--- config.mk ---
export PLATFORM = sky130hd
export DESIGN_NAME = heap_sort_engine
export DESIGN_NICKNAME = d
export VERILOG_FILES = /design/src/design/hse_pkg.sv /design/src/design/heap_sort_engine.sv /design/src/design/hse_ram.sv /design/src/design/hse_sorter.sv
export SDC_FILE = /design/constraint.sdc
export NUM_CORES = 2
export LEC_CHECK = 0
export BUFFER_PORTS_ARGS = -buffer_cell sky130_fd_sc_hd__clkbuf_2
export CAP_MARGIN = 5
export CORE_ASPECT_RATIO = 1.5
export CORE_MARGIN = 2
export CORE_UTILIZATION = 39
export DETAILED_ROUTE_END_ITERATION = 12
export PLACE_DENSITY = 0.61
export SLEW_MARGIN = 20
export SYNTH_ARGS = -nofsm -noshare
export SYNTH_HDL_FRONTEND = slang
export SYNTH_SLANG_ARGS = --single-unit
--- constraint.sdc ---
create_clock -name clock -period 13.32 [get_ports clock]
set_input_delay 1.332 -clock clock [delete_from_list [all_inputs] [get_ports clock]]
set_output_delay 1.332 -clock clock [all_outputs]
set_load 0.02 [all_outputs]
--- src/design/hse_pkg.sv ---
// Package for the heap sort engine: shared data width, sequencer state type
// and the start command passed from the collector to the sorter.
// No dependencies.
package hse_pkg;

   localparam int DATA_W = 32;

   typedef enum logic [3:0] {
      ST_IDLE,
      ST_BUILD,
      ST_FETCH,
      ST_DOWN,
      ST_LEFT,
      ST_RIGHT,
      ST_SORT,
      ST_SWAP_B,
      ST_SWAP_C,
      ST_EMIT_LOAD,
      ST_EMIT_WAIT
   } hse_state_type;

   typedef struct packed {
      logic start;
      logic dropped;
   } hse_start_type;

endpackage

--- src/design/heap_sort_engine.sv ---
// Heap sort engine: collects signed values, sorts each set with heapsort.
// Collection accepts one item per cycle while idle; the sort walks each heap
// level of each sift with one RAM read port and one comparator, and the
// results are then emitted one at a time, each once the previous one is taken.
// Input stalls from the last item of a set until its final result transfer.
// Synchronous reset clears the set count, overflow flag and sequencer.
module heap_sort_engine #(
   parameter int DEPTH = 64
) (
   input  logic                        clock,
   input  logic                        reset,
   input  logic                        req_valid,
   output logic                        req_stall,
   input  logic signed [hse_pkg::DATA_W-1:0] req_value,
   input  logic                        req_last_item,
   output logic                        rsp_valid,
   input  logic                        rsp_stall,
   output logic signed [hse_pkg::DATA_W-1:0] rsp_sorted_value,
   output logic                        rsp_last_out,
   output logic                        rsp_dropped
);
   import hse_pkg::*;

   localparam int AW = $clog2(DEPTH);
   localparam int CW = $clog2(DEPTH+1);

   logic [CW-1:0]     count_ff, count_in;
   logic              ovf_ff, ovf_in;
   logic              req_xfer, has_room;
   hse_start_type     start;
   logic [CW-1:0]     start_count;
   logic              busy;
   logic              seq_wr_en;
   logic [AW-1:0]     seq_wr_addr, seq_rd_addr;
   logic [DATA_W-1:0] seq_wr_data, rd_data, rsp_value;
   logic              ram_wr_en;
   logic [AW-1:0]     ram_wr_addr;
   logic [DATA_W-1:0] ram_wr_data;

   assign req_stall = busy;
   assign req_xfer  = req_valid && !req_stall;
   assign has_room  = count_ff < CW'(DEPTH);

   always_comb begin
      count_in      = count_ff;
      ovf_in        = ovf_ff;
      start.start   = 1'b0;
      start.dropped = ovf_ff || !has_room;
      start_count   = has_room ? count_ff + CW'(1) : count_ff;
      if (req_xfer) begin
         if (req_last_item) begin
            start.start = 1'b1;
            count_in    = '0;
            ovf_in      = 1'b0;
         end else if (has_room) begin
            count_in = count_ff + CW'(1);
         end else begin
            ovf_in = 1'b1;
         end
      end
   end

   always_ff @(posedge clock) begin
      if (reset) begin
         count_ff <= '0;
         ovf_ff   <= 1'b0;
      end else begin
         count_ff <= count_in;
         ovf_ff   <= ovf_in;
      end
   end

   // The collector owns the write port while idle, the sorter while busy.
   assign ram_wr_en   = busy ? seq_wr_en : (req_xfer && has_room);
   assign ram_wr_addr = busy ? seq_wr_addr : count_ff[AW-1:0];
   assign ram_wr_data = busy ? seq_wr_data : DATA_W'(req_value);

   hse_ram #(
      .WIDTH (DATA_W),
      .DEPTH (DEPTH)
   ) u_store (
      .clock   (clock),
      .wr_en   (ram_wr_en),
      .wr_addr (ram_wr_addr),
      .wr_data (ram_wr_data),
      .rd_addr (seq_rd_addr),
      .rd_data (rd_data)
   );

   hse_sorter #(
      .DEPTH (DEPTH)
   ) u_sorter (
      .clock            (clock),
      .reset            (reset),
      .start            (start),
      .start_count      (start_count),
      .busy             (busy),
      .wr_en            (seq_wr_en),
      .wr_addr          (seq_wr_addr),
      .wr_data          (seq_wr_data),
      .rd_addr          (seq_rd_addr),
      .rd_data          (rd_data),
      .rsp_valid        (rsp_valid),
      .rsp_stall        (rsp_stall),
      .rsp_sorted_value (rsp_value),
      .rsp_last_out     (rsp_last_out),
      .rsp_dropped      (rsp_dropped)
   );

   assign rsp_sorted_value = $signed(rsp_value);

endmodule

--- src/design/hse_ram.sv ---
// Generic single-clock RAM: one write port and one read port, registered read.
// No dependencies.
module hse_ram #(
   parameter int WIDTH = 32,
   parameter int DEPTH = 64
) (
   input  logic                     clock,
   input  logic                     wr_en,
   input  logic [$clog2(DEPTH)-1:0] wr_addr,
   input  logic [WIDTH-1:0]         wr_data,
   input  logic [$clog2(DEPTH)-1:0] rd_addr,
   output logic [WIDTH-1:0]         rd_data
);

   logic [WIDTH-1:0] mem_ff [DEPTH];
   logic [WIDTH-1:0] rd_data_ff;

   always_ff @(posedge clock) begin
      if (wr_en) begin
         mem_ff[wr_addr] <= wr_data;
      end
      rd_data_ff <= mem_ff[rd_addr];
   end

   assign rd_data = rd_data_ff;

endmodule

--- src/design/hse_sorter.sv ---
// Heapsort sequencer: builds a max-heap, sorts it in place through one RAM
// port pair and a shared signed comparator, then streams the result out.
// Depends on hse_pkg; drives the ports of an hse_ram instance.
module hse_sorter #(
   parameter int DEPTH = 64
) (
   input  logic                        clock,
   input  logic                        reset,
   input  hse_pkg::hse_start_type      start,
   input  logic [$clog2(DEPTH+1)-1:0]  start_count,
   output logic                        busy,
   output logic                        wr_en,
   output logic [$clog2(DEPTH)-1:0]    wr_addr,
   output logic [hse_pkg::DATA_W-1:0]  wr_data,
   output logic [$clog2(DEPTH)-1:0]    rd_addr,
   input  logic [hse_pkg::DATA_W-1:0]  rd_data,
   output logic                        rsp_valid,
   input  logic                        rsp_stall,
   output logic [hse_pkg::DATA_W-1:0]  rsp_sorted_value,
   output logic                        rsp_last_out,
   output logic                        rsp_dropped
);
   import hse_pkg::*;

   localparam int AW = $clog2(DEPTH);
   localparam int CW = $clog2(DEPTH+1);
   localparam int LW = AW + 2;

   hse_state_type       state_ff, state_in;
   logic [AW-1:0]       node_ff, node_in;
   logic [CW-1:0]       len_ff, len_in;
   logic [CW-1:0]       idx_ff, idx_in;
   logic [CW-1:0]       n_ff, n_in;
   logic [DATA_W-1:0]   val_ff, val_in;
   logic [DATA_W-1:0]   best_val_ff, best_val_in;
   logic [AW-1:0]       best_idx_ff, best_idx_in;
   logic                rc_ok_ff, rc_ok_in;
   logic                sort_ph_ff, sort_ph_in;
   logic                drop_ff, drop_in;
   logic                rsp_valid_ff, rsp_valid_in;
   logic [DATA_W-1:0]   rsp_value_ff, rsp_value_in;
   logic                rsp_last_ff, rsp_last_in;
   logic                rsp_drop_ff, rsp_drop_in;

   logic [LW-1:0]       lc, rc, len_ext;
   logic                lc_in_heap, rc_in_heap;
   logic [CW-1:0]       idx_dec, idx_inc;
   logic [DATA_W-1:0]   cmp_b;
   logic                cmp_gt;
   logic [AW-1:0]       top_idx;
   logic [DATA_W-1:0]   top_val;
   logic                out_xfer;
   hse_state_type       ret_state;

   assign lc         = {1'b0, node_ff, 1'b1};
   assign rc         = lc + LW'(1);
   assign len_ext    = LW'(len_ff);
   assign lc_in_heap = lc < len_ext;
   assign rc_in_heap = rc < len_ext;
   assign idx_dec    = idx_ff - CW'(1);
   assign idx_inc    = idx_ff + CW'(1);
   assign ret_state  = sort_ph_ff ? ST_SORT : ST_BUILD;
   assign out_xfer   = rsp_valid_ff && !rsp_stall;

   // The single comparator: the left child is checked against the sifted
   // value, then the right child against the winner of that check.
   assign cmp_b  = (state_ff == ST_LEFT) ? val_ff : best_val_ff;
   assign cmp_gt = $signed(rd_data) > $signed(cmp_b);

   assign top_idx = (rc_ok_ff && cmp_gt) ? rc[AW-1:0] : best_idx_ff;
   assign top_val = (rc_ok_ff && cmp_gt) ? rd_data : best_val_ff;

   // Next state.
   always_comb begin
      state_in = state_ff;
      unique case (state_ff)
         ST_IDLE: begin
            if (start.start) state_in = ST_BUILD;
         end
         ST_BUILD: begin
            state_in = (idx_ff == '0) ? ST_SORT : ST_FETCH;
         end
         ST_FETCH: begin
            state_in = lc_in_heap ? ST_LEFT : ret_state;
         end
         ST_DOWN: begin
            state_in = lc_in_heap ? ST_LEFT : ret_state;
         end
         ST_LEFT: begin
            state_in = ST_RIGHT;
         end
         ST_RIGHT: begin
            state_in = (top_idx == node_ff) ? ret_state : ST_DOWN;
         end
         ST_SORT: begin
            state_in = (idx_ff <= CW'(1)) ? ST_EMIT_LOAD : ST_SWAP_B;
         end
         ST_SWAP_B: begin
            state_in = ST_SWAP_C;
         end
         ST_SWAP_C: begin
            state_in = ST_DOWN;
         end
         ST_EMIT_LOAD: begin
            state_in = ST_EMIT_WAIT;
         end
         ST_EMIT_WAIT: begin
            if (out_xfer) state_in = rsp_last_ff ? ST_IDLE : ST_EMIT_LOAD;
         end
         default: begin
            state_in = ST_IDLE;
         end
      endcase
   end

   // Datapath and memory control.
   always_comb begin
      node_in      = node_ff;
      len_in       = len_ff;
      idx_in       = idx_ff;
      n_in         = n_ff;
      val_in       = val_ff;
      best_val_in  = best_val_ff;
      best_idx_in  = best_idx_ff;
      rc_ok_in     = rc_ok_ff;
      sort_ph_in   = sort_ph_ff;
      drop_in      = drop_ff;
      rsp_valid_in = rsp_valid_ff;
      rsp_value_in = rsp_value_ff;
      rsp_last_in  = rsp_last_ff;
      rsp_drop_in  = rsp_drop_ff;
      wr_en        = 1'b0;
      wr_addr      = node_ff;
      wr_data      = val_ff;
      rd_addr      = '0;
      unique case (state_ff)
         ST_IDLE: begin
            if (start.start) begin
               n_in       = start_count;
               idx_in     = start_count >> 1;
               sort_ph_in = 1'b0;
               drop_in    = start.dropped;
            end
         end
         ST_BUILD: begin
            if (idx_ff == '0) begin
               idx_in     = n_ff;
               sort_ph_in = 1'b1;
            end else begin
               node_in = idx_dec[AW-1:0];
               len_in  = n_ff;
               idx_in  = idx_dec;
               rd_addr = idx_dec[AW-1:0];
            end
         end
         ST_FETCH: begin
            // A node without children keeps its value, so nothing is written back.
            val_in  = rd_data;
            rd_addr = lc[AW-1:0];
         end
         ST_DOWN: begin
            rd_addr = lc[AW-1:0];
            if (!lc_in_heap) begin
               wr_en = 1'b1;
            end
         end
         ST_LEFT: begin
            if (cmp_gt) begin
               best_idx_in = lc[AW-1:0];
               best_val_in = rd_data;
            end else begin
               best_idx_in = node_ff;
               best_val_in = val_ff;
            end
            rc_ok_in = rc_in_heap;
            rd_addr  = rc[AW-1:0];
         end
         ST_RIGHT: begin
            // The sifted value stays in a register; the larger child moves up
            // into the hole, and the value lands once its place is found.
            wr_en = 1'b1;
            if (top_idx != node_ff) begin
               wr_data = top_val;
               node_in = top_idx;
            end
         end
         ST_SORT: begin
            if (idx_ff <= CW'(1)) begin
               idx_in  = '0;
               rd_addr = '0;
            end else begin
               rd_addr = idx_dec[AW-1:0];
            end
         end
         ST_SWAP_B: begin
            val_in  = rd_data;
            rd_addr = '0;
         end
         ST_SWAP_C: begin
            wr_en   = 1'b1;
            wr_addr = idx_dec[AW-1:0];
            wr_data = rd_data;
            node_in = '0;
            len_in  = idx_dec;
            idx_in  = idx_dec;
         end
         ST_EMIT_LOAD: begin
            rsp_valid_in = 1'b1;
            rsp_value_in = rd_data;
            rsp_last_in  = (idx_ff == n_ff - CW'(1));
            rsp_drop_in  = drop_ff;
         end
         ST_EMIT_WAIT: begin
            rd_addr = idx_inc[AW-1:0];
            if (out_xfer) begin
               rsp_valid_in = 1'b0;
               idx_in       = idx_inc;
            end
         end
         default: begin
            rsp_valid_in = 1'b0;
         end
      endcase
   end

   always_ff @(posedge clock) begin
      if (reset) begin
         state_ff     <= ST_IDLE;
         rsp_valid_ff <= 1'b0;
      end else begin
         state_ff     <= state_in;
         rsp_valid_ff <= rsp_valid_in;
      end
      node_ff      <= node_in;
      len_ff       <= len_in;
      idx_ff       <= idx_in;
      n_ff         <= n_in;
      val_ff       <= val_in;
      best_val_ff  <= best_val_in;
      best_idx_ff  <= best_idx_in;
      rc_ok_ff     <= rc_ok_in;
      sort_ph_ff   <= sort_ph_in;
      drop_ff      <= drop_in;
      rsp_value_ff <= rsp_value_in;
      rsp_last_ff  <= rsp_last_in;
      rsp_drop_ff  <= rsp_drop_in;
   end

   assign busy             = (state_ff != ST_IDLE);
   assign rsp_valid        = rsp_valid_ff;
   assign rsp_sorted_value = rsp_value_ff;
   assign rsp_last_out     = rsp_last_ff;
   assign rsp_dropped      = rsp_drop_ff;

   a_valid_only_emit: assert property (@(posedge clock) disable iff (reset)
      rsp_valid_ff |-> (state_ff == ST_EMIT_WAIT))
      else $error("result valid outside the emission wait state");

   a_start_when_idle: assert property (@(posedge clock) disable iff (reset)
      start.start |-> (state_ff == ST_IDLE))
      else $error("start seen while the sorter is busy");

   a_node_in_heap: assert property (@(posedge clock) disable iff (reset)
      (state_ff == ST_RIGHT) |-> (LW'(node_ff) < len_ext))
      else $error("sift node outside the heap");

   a_last_ends_run: assert property (@(posedge clock) disable iff (reset)
      (out_xfer && rsp_last_ff) |=> (state_ff == ST_IDLE))
      else $error("sorter did not return to idle after the final transfer");

endmodule
==> impl_results.rst <==
.. list-table::
   :header-rows: 1

   * - Metric
     - Value
   * - Fraction of layout instances using a drive strength above 1
     - 0.1137
   * - Worst-Margin Slew
     - around 1.2 ns
   * - Area of the mapped netlist
     - 90920 um2
   * - Type of the worst setup path
     - flip-flop to flip-flop
   * - Library cell used as clock root buffer
     - clkbuf_16
   * - Worst endpoint required time
     - 13.82 ns
   * - Setup violations, final
     - 0
   * - Maximum vdd ir drop
     - between 200 and 250 uV
   * - Placement-stage cell area
     - around 96000 um2
   * - TritonRoute pass-1 iters
     - 8
   * - Cell taking the most area after synthesis
     - edfxtp_1
   * - H-tree Lvls
     - 4
   * - Routed Wire Length
     - ~320000 um
   * - Synth Area per Inst
     - 13.40 um2
   * - Summed negative setup slack over all endpoints
     - 0 ns
   * - Leakage power
     - 0.03384 uW
   * - Net count after synthesis
     - approximately 7000
   * - Area delta synth->final
     - 12.36%
   * - Global placer's final weighted congestion
     - 0.9181
   * - Number of buffers created by CTS
     - 195
   * - Mapped Cells
     - just under 7000
   * - First-pass GRT wire length
     - 441500 um
   * - Number of global-route vias before repair
     - roughly 57000
   * - Input/output buffers
     - 72
   * - Worst Clk Skew
     - 0.09372 ns
   * - Layout net count
     - 6900
   * - Critical path endpoint category
     - flip-flop
   * - Worst min-delay path class
     - flip-flop to flip-flop
   * - Result of the run
     - completed
   * - Initial core utilization
     - 0.3912
   * - Maximum clock frequency
     - 138.0 MHz
   * - Top cells by instance count after synthesis
     - edfxtp_1 (2182), nand2_1 (1758), nand3_1 (730)
   * - Number of hold-repair buffers added at the cts stage
     - 0
   * - Max-capacitance violation count
     - 0
   * - Predominant post-synthesis flop cell
     - edfxtp_1
   * - Vias
     - 61450
   * - Sequence of cells on the critical path
     - or4b_2 -> buf_4 -> inv_2 -> buf_4 -> nand2_1 -> nand2_1 -> ha_1 -> nor2b_1 -> o21a_1 -> o21a_1 -> o21a_1 -> o41ai_1 -> nand4b_1 -> buf_4 -> nand2_1 -> buf_4 -> o211a_1 -> buf_4 -> nor3_1 -> o31ai_4 -> buf_4
   * - Headroom to the max-slew limit
     - 0.1893
   * - Arrival time at the worst endpoint
     - 7.74 ns
   * - Power after layout
     - 24750 uW
   * - Sequential fraction of the synthesis area
     - 0.7306
   * - Cell mode on critical path
     - buf_4
   * - Clock sink total
     - 2227
   * - Number of library cell types mapped by synthesis
     - 83
   * - Total core area
     - 232400 um2
   * - Crit share post-route
     - 0.5438
   * - Worst skew pair latency
     - between 0.8 and 0.9 ns
   * - Maximum count of clock buffers along a single path
     - 4
   * - Average via count per standard cell
     - 6.123
   * - Final global-route overflow total
     - 0
   * - Portion of synthesized cell area occupied by the leading cell type
     - 0.7207
   * - Max Fanout on Critical Path
     - 64
   * - Main area contributors after synthesis
     - edfxtp_1 (72%), nand2_1 (7.3%), nand3_1 (4.0%), mux4_2 (1.6%), mux2i_1 (1.1%)
   * - Maximum number of pins on one net before global-route repair
     - 172
   * - Number of warnings issued by yosys
     - 0
   * - Die W
     - 398.2 um
   * - Setup Slack @ Placement
     - 6.313 ns
   * - Fill count
     - 20700
   * - CP max stage cell
     - dfxtp_1
   * - Finished layout cell area
     - 102100 um2
   * - Number of post-CTS setup repair buffers
     - 0
   * - Die Area
     - 237100 um2
   * - Post-detailed-route DRC marker count
     - 0
   * - Ports
     - 73
   * - Post-route setup slack
     - 6.076 ns
   * - Drt wl/cell
     - 31.90 um
   * - Final max-slew violation count
     - 0
   * - Register clock-pin slew on the reported worst setup and hold paths
     - 0.07 ns
   * - Share of flip-flops with an asynchronous set or reset after synthesis
     - 0
   * - Final ANT Viol Nets
     - 0
   * - Flops & latches, synth
     - 2227
   * - Initial antenna violation count
     - 10
   * - Post-detailed-placement half-perimeter wirelength
     - 169800 um
   * - Most common cell in the netlist
     - edfxtp_1
   * - Overall routing resource usage
     - 0.2633
   * - Number of synthesized flops with an enable pin
     - 2182
   * - Total power density per cell area
     - 242.3 nW/um2
   * - Number of placement rows
     - 217
   * - Final critical path time including I/O delays and setup
     - 7.244 ns
   * - Post-CTS Resized
     - 0
   * - Final number of hold-violating endpoints
     - 0
   * - CP Launch Type
     - flip-flop
   * - Number of design-rule violations left by the first detailed-router iteration
     - 9289
   * - Floorplan die height
     - 595.3 um
   * - Maximum single-stage delay on the critical path
     - 0.85 ns
   * - RSZ-0062 raised after global routing
     - false
   * - Clock tree from TritonCTS
     - yes
==> path summary, 6_finish.rpt <==
| kind | end | from | cells past startpoint | slack (ns) |
|---|---|---|---|---|
| max | u_store.mem_ff[6][12]$_DFFE_PP_ | u_sorter.state_ff[2]$_SDFFE_PP0P_ | 21 | 6.08 |
| min | u_sorter.rsp_dropped$_DFFE_PP_ | u_sorter.drop_ff$_DFFE_PP_ | 0 | 0.43 |
| max reg2reg | u_store.mem_ff[6][12]$_DFFE_PP_ | u_sorter.state_ff[2]$_SDFFE_PP0P_ | 21 | 6.08 |
| min reg2reg | u_sorter.rsp_dropped$_DFFE_PP_ | u_sorter.drop_ff$_DFFE_PP_ | 0 | 0.43 |
==> cells in the final DEF, fill, tap and decap left out, types with 14 or more instances in the layout <==
cell type / Yosys / routed
dfxtp_1: 45 / 45
clkbuf_1: 200 / 48
bufinv_16: 0 / 21
a221oi_1: 49 / 48
nor2_1: 159 / 85
clkbuf_16: 0 / 199
buf_4: 18 / 188
o31ai_4: 1 / 33
nor2_4: 0 / 71
mux4_2: 64 / 64
o21ai_0: 94 / 89
a221o_1: 36 / 36
clkinv_1: 1 / 28
nor3_1: 71 / 66
ha_1: 50 / 50
edfxtp_1: 2182 / 2182
inv_1: 24 / 23
o22ai_1: 39 / 38
mux2_2: 36 / 36
o211ai_1: 17 / 17
a22oi_1: 21 / 21
a211oi_1: 17 / 16
a21oi_1: 188 / 188
nand4_1: 38 / 38
nand2_1: 1758 / 1756
o221ai_1: 14 / 14
xnor2_1: 21 / 21
nand3_1: 730 / 730
a311oi_1: 34 / 34
xor2_1: 15 / 15
and3_1: 144 / 142
clkbuf_2: 1 / 72
mux2i_1: 99 / 99
nor4_1: 34 / 29
clkinv_2: 0 / 28
a32oi_1: 28 / 28
a31oi_1: 150 / 150
a21o_1: 16 / 16
==> cell families (layout without fill, tap and decap cells) <==
| logic type | count (synthesis) | count (layout) | synth area share |
|---|---|---|---|
| DFF | 2227 | 2227 | 0.7306 |
| and+or+nand+nor | 2999 | 2999 | 0.1434 |
| adders and majority gates | 50 | 50 | 0.006881 |
| xor gates and xnor gates | 36 | 36 | 0.003468 |
| buffers and inverters | 464 | 644 | 0.02382 |
| other | 0 | 8 | 0 |
| AOI/OAI and AO/OA | 807 | 807 | 0.06028 |
| muxes | 200 | 200 | 0.03150 |
==> layout make-up <==
type | count | area, um2 | share of cell area
well taps | 3066 | 3836 | 0.03755
multi-input cells | 4092 | 23480 | 0.2299
flip-flops and latches | 2227 | 66420 | 0.6503
inverters | 25 | 93.84 | 0.0009187
diodes | 8 | 20.02 | 0.0001960
repair buffers | 272 | 1997 | 0.01955
clock inverters | 89 | 983.4 | 0.009628
clock buffers | 258 | 5311 | 0.05200
==> report_power, final <==
part	switching (uW)	total, uW	internal (uW)
clock network	2550	5760	3210
registers	417	9670	9250
logic	6920	9330	2400
==> sequential cells by signal, indices dropped and copies added (netlist names), 6 cells and up <==
register,cells
u_store.mem_ff,2048
u_sorter.best_idx_ff,6
u_sorter.rsp_sorted_value,32
u_sorter.best_val_ff,32
u_sorter.val_ff,32
u_store.rd_data,32
u_sorter.n_ff,7
count_ff,7
u_sorter.node_ff,6
u_sorter.len_ff,7
u_sorter.idx_ff,7
==> layer usage <==
layer / global-route usage / part of all wire / up-vias
met5: 0 / 0.000094 / -
met4: 0.1708 / 0.079 / 4
met3: 0.04742 / 0.11 / 922
met2: 0.4235 / 0.47 / 4083
met1: 0.3260 / 0.35 / 31040
li1: - / - / 25400
==> critical path, delay by kind of cell, from the launching register on <==
kind / cells / cell delay, ns
AOI/OAI and AO/OA: 6 / 1.62
adders and majority gates: 1 / 0.14
buffers and inverters: 7 / 2.66
DFF: 1 / 0.85
and+or+nand+nor: 7 / 1.39
==> stage by stage <==
step,cells,hold slack [ns],util
after global placement,9681,0.4199,0.4122
after global routing,10030,0.4700,0.4395
after CTS,10030,0.4340,0.4394
after detailed placement,9682,0.4173,0.4123
after floorplan,6783,0.4003,-
final,10040,0.4329,0.4395
No activity file was read; power rests on OpenSTA's default activity.
